<file path="config.mk">
export PLATFORM = sky130hd
export DESIGN_NAME = byte_fifo_high_water
export DESIGN_NICKNAME = d
export VERILOG_FILES = /design/src/hdl/bfhw_pkg.sv /design/src/hdl/byte_fifo_high_water.sv /design/src/hdl/bfhw_ring_mem.sv /design/src/hdl/bfhw_ctrl.sv
export SDC_FILE = /design/constraint.sdc
export NUM_CORES = 2
export LEC_CHECK = 0
export BUFFER_PORTS_ARGS = -buffer_cell sky130_fd_sc_hd__buf_4
export CAP_MARGIN = 5
export CORE_ASPECT_RATIO = 0.75
export CORE_MARGIN = 2
export CORE_UTILIZATION = 40
export DETAILED_ROUTE_END_ITERATION = 8
export PLACE_DENSITY = 0.52
export SETUP_SLACK_MARGIN = 0.1
export SYNTH_ARGS = -nofsm -noshare
export SYNTH_HDL_FRONTEND = slang
export SYNTH_SLANG_ARGS = --single-unit
export TNS_END_PERCENT = 20
</file>
<file path="constraint.sdc">
create_clock -name clk -period 14.64 [get_ports clk]
set_input_delay 0.732 -clock clk [delete_from_list [all_inputs] [get_ports clk]]
set_output_delay 0.732 -clock clk [all_outputs]
set_load 0.02 [all_outputs]
</file>
<file path="src/hdl/bfhw_pkg.sv">
package bfhw_pkg;

	localparam int IDX_W      = 8;    // ring index and byte counts
	localparam int SIZE_W     = 9;    // ring size register
	localparam int MAX_SIZE   = 256;  // largest usable ring
	localparam int DEPTH_DFLT = 256;

	typedef enum logic [1:0] {
		CMD_PUT      = 2'd0,
		CMD_GET      = 2'd1,
		CMD_PEAK_CLR = 2'd2,
		CMD_FLUSH    = 2'd3
	} cmd_t;

	typedef enum logic [1:0] {
		ST_OK    = 2'd0,
		ST_EMPTY = 2'd1,
		ST_FULL  = 2'd2
	} status_t;

	// ring memory access for one transaction
	typedef struct packed {
		logic             we;
		logic [IDX_W-1:0] waddr;
		logic [7:0]       wdata;
		logic             re;
		logic [IDX_W-1:0] raddr;
	} mem_req_t;

	// registered result, minus the read byte
	typedef struct packed {
		status_t          status;
		logic             get_ok;
		logic [IDX_W-1:0] fill;
		logic [IDX_W-1:0] free;
		logic [IDX_W-1:0] peak;
	} rsp_t;

endpackage

</file>
<file path="src/hdl/byte_fifo_high_water.sv">
// Byte FIFO on a ring with a high-water mark.
//
// Command channel (cmd_valid / cmd_stall): command and data_byte. A
// transaction is taken on a clock edge with cmd_valid high and cmd_stall low.
// Commands: put, get, request high-water clear, flush.
// Response channel (rsp_valid / rsp_stall): one response per command with
// status, read_data, fill_count, free_space and peak_level.
// Config channel (cfg_valid / cfg_ready / cfg_data): ring size, 1..256 slots,
// clamped to DEPTH; cfg_ready is always high. Every write flushes the ring.
// Write it only while no command is in flight.
//
// The response is registered on the clock edge that takes the command.
// Throughput: one command per cycle while the receiver does not stall.
// Pointers, count and mark sit in flops, and the ring memory has one write
// port and a registered read, so a get's byte arrives along with the response.
// When the receiver stalls, the response and the read register hold and
// cmd_stall goes high until the response is taken.
// Reset: empty ring, mark zero, size 256 (or DEPTH if smaller). The ring
// memory is not cleared; a get only reads slots filled by earlier puts.
module byte_fifo_high_water #(
	parameter int DEPTH = bfhw_pkg::DEPTH_DFLT
) (
	input  logic                        clk,
	input  logic                        arst_n,
	input  logic                        cfg_valid,
	output logic                        cfg_ready,
	input  logic [bfhw_pkg::SIZE_W-1:0] cfg_data,
	input  logic                        cmd_valid,
	output logic                        cmd_stall,
	input  logic [1:0]                  command,
	input  logic [7:0]                  data_byte,
	output logic                        rsp_valid,
	input  logic                        rsp_stall,
	output logic [1:0]                  status,
	output logic [7:0]                  read_data,
	output logic [7:0]                  fill_count,
	output logic [7:0]                  free_space,
	output logic [7:0]                  peak_level
);

	// only the first MAX_SIZE slots can ever be addressed
	localparam int MEM_DEPTH = (DEPTH < bfhw_pkg::MAX_SIZE) ? DEPTH : bfhw_pkg::MAX_SIZE;

	logic               accept;
	logic               rsp_valid_q;
	logic [7:0]         rdata_q;
	bfhw_pkg::mem_req_t mem_req;
	bfhw_pkg::rsp_t     rsp_s1;

	assign cfg_ready = 1'b1;
	// single response slot: take a new command when the slot frees up
	assign cmd_stall = rsp_valid_q && rsp_stall;
	assign accept    = cmd_valid && !cmd_stall;

	always_ff @(posedge clk or negedge arst_n) begin
		if (!arst_n) begin
			rsp_valid_q <= 1'b0;
		end else if (accept) begin
			rsp_valid_q <= 1'b1;
		end else if (!rsp_stall) begin
			rsp_valid_q <= 1'b0;
		end
	end

	bfhw_ctrl #(
		.MEM_DEPTH(MEM_DEPTH)
	) u_ctrl (
		.clk     (clk),
		.arst_n  (arst_n),
		.cfg_we  (cfg_valid && cfg_ready),
		.cfg_size(cfg_data),
		.accept  (accept),
		.cmd     (bfhw_pkg::cmd_t'(command)),
		.wbyte   (data_byte),
		.mem_req (mem_req),
		.rsp_s1  (rsp_s1)
	);

	bfhw_ring_mem #(
		.MEM_DEPTH(MEM_DEPTH)
	) u_mem (
		.clk    (clk),
		.req    (mem_req),
		.rdata_q(rdata_q)
	);

	assign rsp_valid  = rsp_valid_q;
	assign status     = rsp_s1.status;
	assign read_data  = rsp_s1.get_ok ? rdata_q : 8'd0;
	assign fill_count = rsp_s1.fill;
	assign free_space = rsp_s1.free;
	assign peak_level = rsp_s1.peak;

	// a failed get means the ring was empty
	a_empty_fill: assert property (@(posedge clk) disable iff (!arst_n)
		rsp_valid_q && rsp_s1.status == bfhw_pkg::ST_EMPTY |-> rsp_s1.fill == '0)
		else $error("get reported empty with bytes held");

	// a failed put means no free slot was left
	a_full_free: assert property (@(posedge clk) disable iff (!arst_n)
		rsp_valid_q && rsp_s1.status == bfhw_pkg::ST_FULL |-> rsp_s1.free == '0)
		else $error("put reported full with free space");

	// read register must not reload while a response waits
	a_rdata_hold: assert property (@(posedge clk) disable iff (!arst_n)
		rsp_valid_q && rsp_stall |=> $stable(read_data))
		else $error("read data changed under stall");

	// memory is only read for a taken get
	a_read_on_get: assert property (@(posedge clk) disable iff (!arst_n)
		mem_req.re |-> accept && command == bfhw_pkg::CMD_GET)
		else $error("ring read without a get");

endmodule

</file>
<file path="src/hdl/bfhw_ring_mem.sv">
module bfhw_ring_mem #(
	parameter int MEM_DEPTH = bfhw_pkg::DEPTH_DFLT
) (
	input  logic               clk,
	input  bfhw_pkg::mem_req_t req,
	output logic [7:0]         rdata_q
);

	localparam int AW = (MEM_DEPTH > 1) ? $clog2(MEM_DEPTH) : 1;

	logic [7:0] ring_store [MEM_DEPTH];

	always_ff @(posedge clk) begin
		if (req.we) begin
			ring_store[req.waddr[AW-1:0]] <= req.wdata;
		end
		// read register holds while no get is taken
		if (req.re) begin
			rdata_q <= ring_store[req.raddr[AW-1:0]];
		end
	end

endmodule

</file>
<file path="src/hdl/bfhw_ctrl.sv">
module bfhw_ctrl #(
	parameter int MEM_DEPTH = bfhw_pkg::DEPTH_DFLT
) (
	input  logic                        clk,
	input  logic                        arst_n,
	input  logic                        cfg_we,
	input  logic [bfhw_pkg::SIZE_W-1:0] cfg_size,
	input  logic                        accept,
	input  bfhw_pkg::cmd_t              cmd,
	input  logic [7:0]                  wbyte,
	output bfhw_pkg::mem_req_t          mem_req,
	output bfhw_pkg::rsp_t              rsp_s1
);

	localparam int IW = bfhw_pkg::IDX_W;
	localparam int SW = bfhw_pkg::SIZE_W;
	localparam logic [SW-1:0] SIZE_LIM = SW'(MEM_DEPTH);

	logic [SW-1:0] size_q;
	logic [IW-1:0] rd_q, wr_q, held_q, peak_q;
	logic          pend_q;

	logic [SW-1:0] wr_inc, rd_inc, free_w;
	logic [IW-1:0] wr_nxt, rd_nxt, held_nxt, peak_nxt;
	logic          pend_nxt, put_ok, get_ok;
	bfhw_pkg::status_t status_nxt;

	always_comb begin
		wr_inc     = {1'b0, wr_q} + SW'(1);
		rd_inc     = {1'b0, rd_q} + SW'(1);
		wr_nxt     = (wr_inc == size_q) ? '0 : wr_inc[IW-1:0];
		rd_nxt     = (rd_inc == size_q) ? '0 : rd_inc[IW-1:0];
		put_ok     = 1'b0;
		get_ok     = 1'b0;
		status_nxt = bfhw_pkg::ST_OK;
		held_nxt   = held_q;
		peak_nxt   = peak_q;
		pend_nxt   = pend_q;
		case (cmd)
			bfhw_pkg::CMD_PUT: begin
				if (wr_nxt != rd_q) begin
					put_ok   = 1'b1;
					held_nxt = held_q + IW'(1);
					if (held_nxt > peak_q && !pend_q) begin
						peak_nxt = held_nxt;
					end
				end else begin
					status_nxt = bfhw_pkg::ST_FULL;
				end
			end
			bfhw_pkg::CMD_GET: begin
				if (rd_q != wr_q) begin
					get_ok = 1'b1;
					if (held_q != '0) begin
						held_nxt = held_q - IW'(1);
					end
					// draining the ring completes a pending mark clear
					if (pend_q && held_nxt == '0) begin
						peak_nxt = '0;
						pend_nxt = 1'b0;
					end
				end else begin
					status_nxt = bfhw_pkg::ST_EMPTY;
				end
			end
			bfhw_pkg::CMD_PEAK_CLR: begin
				pend_nxt = 1'b1;
			end
			default: begin
				held_nxt = '0;
				peak_nxt = '0;
				pend_nxt = 1'b0;
			end
		endcase
		// count never exceeds size - 1
		free_w = size_q - SW'(1) - {1'b0, held_nxt};
	end

	assign mem_req.we    = accept && put_ok;
	assign mem_req.waddr = wr_q;
	assign mem_req.wdata = wbyte;
	assign mem_req.re    = accept && get_ok;
	assign mem_req.raddr = rd_q;

	always_ff @(posedge clk or negedge arst_n) begin
		if (!arst_n) begin
			size_q <= SIZE_LIM;
			rd_q   <= '0;
			wr_q   <= '0;
			held_q <= '0;
			peak_q <= '0;
			pend_q <= 1'b0;
		end else if (cfg_we) begin
			// clamp to 1..MEM_DEPTH and flush
			if (cfg_size == '0) begin
				size_q <= SW'(1);
			end else if (cfg_size > SIZE_LIM) begin
				size_q <= SIZE_LIM;
			end else begin
				size_q <= cfg_size;
			end
			rd_q   <= '0;
			wr_q   <= '0;
			held_q <= '0;
			peak_q <= '0;
			pend_q <= 1'b0;
		end else if (accept) begin
			if (put_ok) begin
				wr_q <= wr_nxt;
			end
			if (get_ok) begin
				rd_q <= rd_nxt;
			end
			if (cmd == bfhw_pkg::CMD_FLUSH) begin
				rd_q <= '0;
				wr_q <= '0;
			end
			held_q <= held_nxt;
			peak_q <= peak_nxt;
			pend_q <= pend_nxt;
		end
	end

	always_ff @(posedge clk) begin
		if (accept) begin
			rsp_s1.status <= status_nxt;
			rsp_s1.get_ok <= get_ok;
			rsp_s1.fill   <= held_nxt;
			rsp_s1.free   <= free_w[IW-1:0];
			rsp_s1.peak   <= peak_nxt;
		end
	end

endmodule

</file>
==> flow_summary.json <==
{
  "layout.nets": 4017,
  "numCtsBuffers": 210,
  "initial_core_util_pct": 40.12,
  "remaining_drc_errors": 0,
  "die_x_um": 534.8,
  "p_leak_nw": 28.25,
  "max_stage_delay_ns": 0.93,
  "end_kind": "register",
  "crit_family": "simple AND/OR/NAND/NOR gates",
  "yosysSeqAreaShare_pct": 75.29,
  "dp_slack_ns": 8.549,
  "worst_ep_required_time_ns": 15.08,
  "finalCritPeriodShare_pct": 42.24,
  "synthMostInstantiatedCell": "edfxtp_1",
  "synth_area_um2": 84510,
  "grt_pass1_vias": 39990,
  "track_usage_pct": 20.50,
  "register_area_um2": 63650,
  "p_per_area_nw_per_um2": 129.4,
  "portBuffers": 59,
  "synth_top_area_share_pct": 74.02,
  "critPathSlowestCell": "or4_1",
  "placed_cells": 6568,
  "critPathBufInv": 3,
  "dieArea_um2": 215000,
  "avgViaCountPerCell": 5.766,
  "clock-root-buffer": "clkbuf_16",
  "setup_viol": 0,
  "dp_hpwl_um": 134200,
  "clk_pin_slew_worst_paths_ns": 0.06,
  "fin_crit_ns": 6.184,
  "ys_types": 69,
  "gp_routability_congestion": 0.8084,
  "multi_input_area_um2": 19800,
  "cts.sinks": 2126,
  "path_class": "reg2reg",
  "drt-total-wl_um": 221500,
  "first_pass_iters": 5,
  "synth_common_cells": "edfxtp_1, mux4_2, nor2_1, clkbuf_1, nand2_1",
  "drt_iter0_drc": 5074,
  "rsz0062_at_grt": "false",
  "path_cells": "ha_1 -> nand3_2 -> or2_2 -> xnor2_2 -> nor4b_1 -> mux2_2 -> o221ai_2 -> o21ai_4 -> buf_4 -> buf_4 -> buf_4 -> or4_1 -> nor2_1",
  "drt.antenna.violating_nets": 0,
  "final_layout_size_suffix_gt1_share_pct": 29.80,
  "hold_class": "in2reg",
  "synth_top_area_cell": "edfxtp_1",
  "fmaxAchievable_mhz": 161.7,
  "setup_tns_ns": 0,
  "worstPathMaxFanout": 35,
  "syn2layout_area_growth_pct": 12.75,
  "max-vdd-ir-drop_v": 0.0001022,
  "ios": 61,
  "cts.htree.levels": 4,
  "cp-start-kind": "register",
  "grt_pass1_wl_um": 311800,
  "synth-async-reset-ratio_pct": 2.023,
  "clock_latency_ns": 0.89,
  "finalClockSkew_ns": 0.07598,
  "synth_ff_type": "edfxtp_1",
  "ys_ff_latch": 2126,
  "whs_ns": 0.08051,
  "die_h_um": 402.1,
  "post_cts_buffers": 0,
  "cp.arrival_ns": 6.62,
  "crit_top_cell": "buf_4",
  "fin_ws_ns": 8.456,
  "hold_viol": 0,
  "syn_inst": 3835,
  "synth_edf_count": 2083,
  "grt-ovfl-total": 0,
  "core_um2": 210600,
  "slew_viol_final": 0,
  "antenna_found_initial": 36,
  "wl_per_cell_um": 31.89,
  "post-route-util_pct": 45.24,
  "avgSynthCellArea_um2": 22.04,
  "cts_tree": "yes",
  "worst_slew_pin_slew_ns": 1.226,
  "drv_cap": 0,
  "slew_headroom_pct": 17.62,
  "clockBufferDepth": 4,
  "via_count": 40050,
  "syn_nets": 3883,
  "ys_top_cells_by_area": "edfxtp_1, mux4_2, dfrtp_1",
  "status": "finished, final reports clean",
  "rows": 146,
  "num-fill-cells": 17520,
  "grt_max_degree": 134,
  "fin_cells": 6946,
  "ys_warn_count": 0
}
state kept, by name, indices dropped and copies added (netlist names), 8 cells and up:
name and cells:
u_ctrl.held_q 8, u_ctrl.peak_q 8, u_mem.ring_store 2048, u_ctrl.rsp_s1 27
u_ctrl.wr_q 8, u_mem.rdata_q 8, u_ctrl.size_q 9, u_ctrl.rd_q 8
cell type report:
class / count / area share [%]
antenna: 7 / 0.01838
clock inverter: 118 / 1.170
inverter: 34 / 0.1339
multi-input combinational: 1405 / 20.78
sequential: 2126 / 66.79
clock buffer: 252 / 5.780
tap: 2812 / 3.692
timing repair buffer: 192 / 1.631
placed cells by master, fill, tap and decap left out, types with 11 or more instances in the layout:
cell       instances
xnor2_1           22
clkinv_1          50
nor3_1            36
nor4_1            17
mux4_2           679
edfxtp_1        2083
o21ai_0           37
xor2_1            19
bufinv_16         21
nor2b_1           13
clkbuf_16        214
nor2_1           201
buf_4            179
or3_1             15
a22o_1            19
clkinv_2          35
inv_1             32
dfrtp_1           36
nand3_1           32
ha_1              23
nand2_1           66
nor4_2            30
clkbuf_1          37
a21oi_1           24
and2_1            11
layer usage:
metal | up-vias | global-route usage [%] | wire length (um)
met5 | - | 0 | 39
met4 | 6 | 5.733 | 6055
met3 | 328 | 5.559 | 20010
met2 | 1620 | 28.68 | 95440
met1 | 21680 | 31.43 | 99950
li1 | 16420 | - | -
power breakdown:
group / switching, mW / internal, mW
combinational: 0.215 / 0.0774
clock: 2.29 / 3.03
sequential: 0.0176 / 6.70
total: 2.52 / 9.81
worst paths after layout:
| check | start | endpoint | slack [ns] | cells past startpoint |
|---|---|---|---|---|
| max | u_ctrl.wr_q[0] | u_mem.ring_store[75][0] | 8.46 | 13 |
| min | cmd_valid | rsp_valid | 0.08 | 2 |
| max reg2reg | u_ctrl.wr_q[0] | u_mem.ring_store[75][0] | 8.46 | 13 |
| min reg2reg | u_ctrl.peak_q[1] | u_ctrl.peak_q[1] | 0.53 | 1 |
| max in group asynchronous | arst_n | u_ctrl.rd_q[2] | 13.69 | 2 |
| min in group asynchronous | arst_n | u_ctrl.held_q[5] | 0.46 | 2 |
cell families (layout without fill, tap and decap cells):
family                     count (synthesis)  count (layout)  share of synthesized area (%)
muxes                                    692             692                          18.26
adders and majority gates                 24              24                         0.3642
other                                      1               8                       0.004437
AOI/OAI and AO/OA                        149             149                          1.208
and+or+nand+nor                          495             495                          2.835
xor gates and xnor gates                  44              44                         0.4900
DFF                                     2126            2126                          75.29
buffers and inverters                    304             596                          1.553
stage by stage:
stage,power (mW),area [um2]
floorplan,6.961,84510
global placement,7.137,88640
detailed placement,7.141,88640
CTS,12.44,95270
global route,12.68,95270
finish,12.33,95290
timing repair:
item / 4_1_cts / 5_1_grt
resized for setup: 0 / 0
hold endpoints to repair: 42 / 0
hold buffers: 1 / 0
Note: power is estimated with default switching activity, not from simulation.
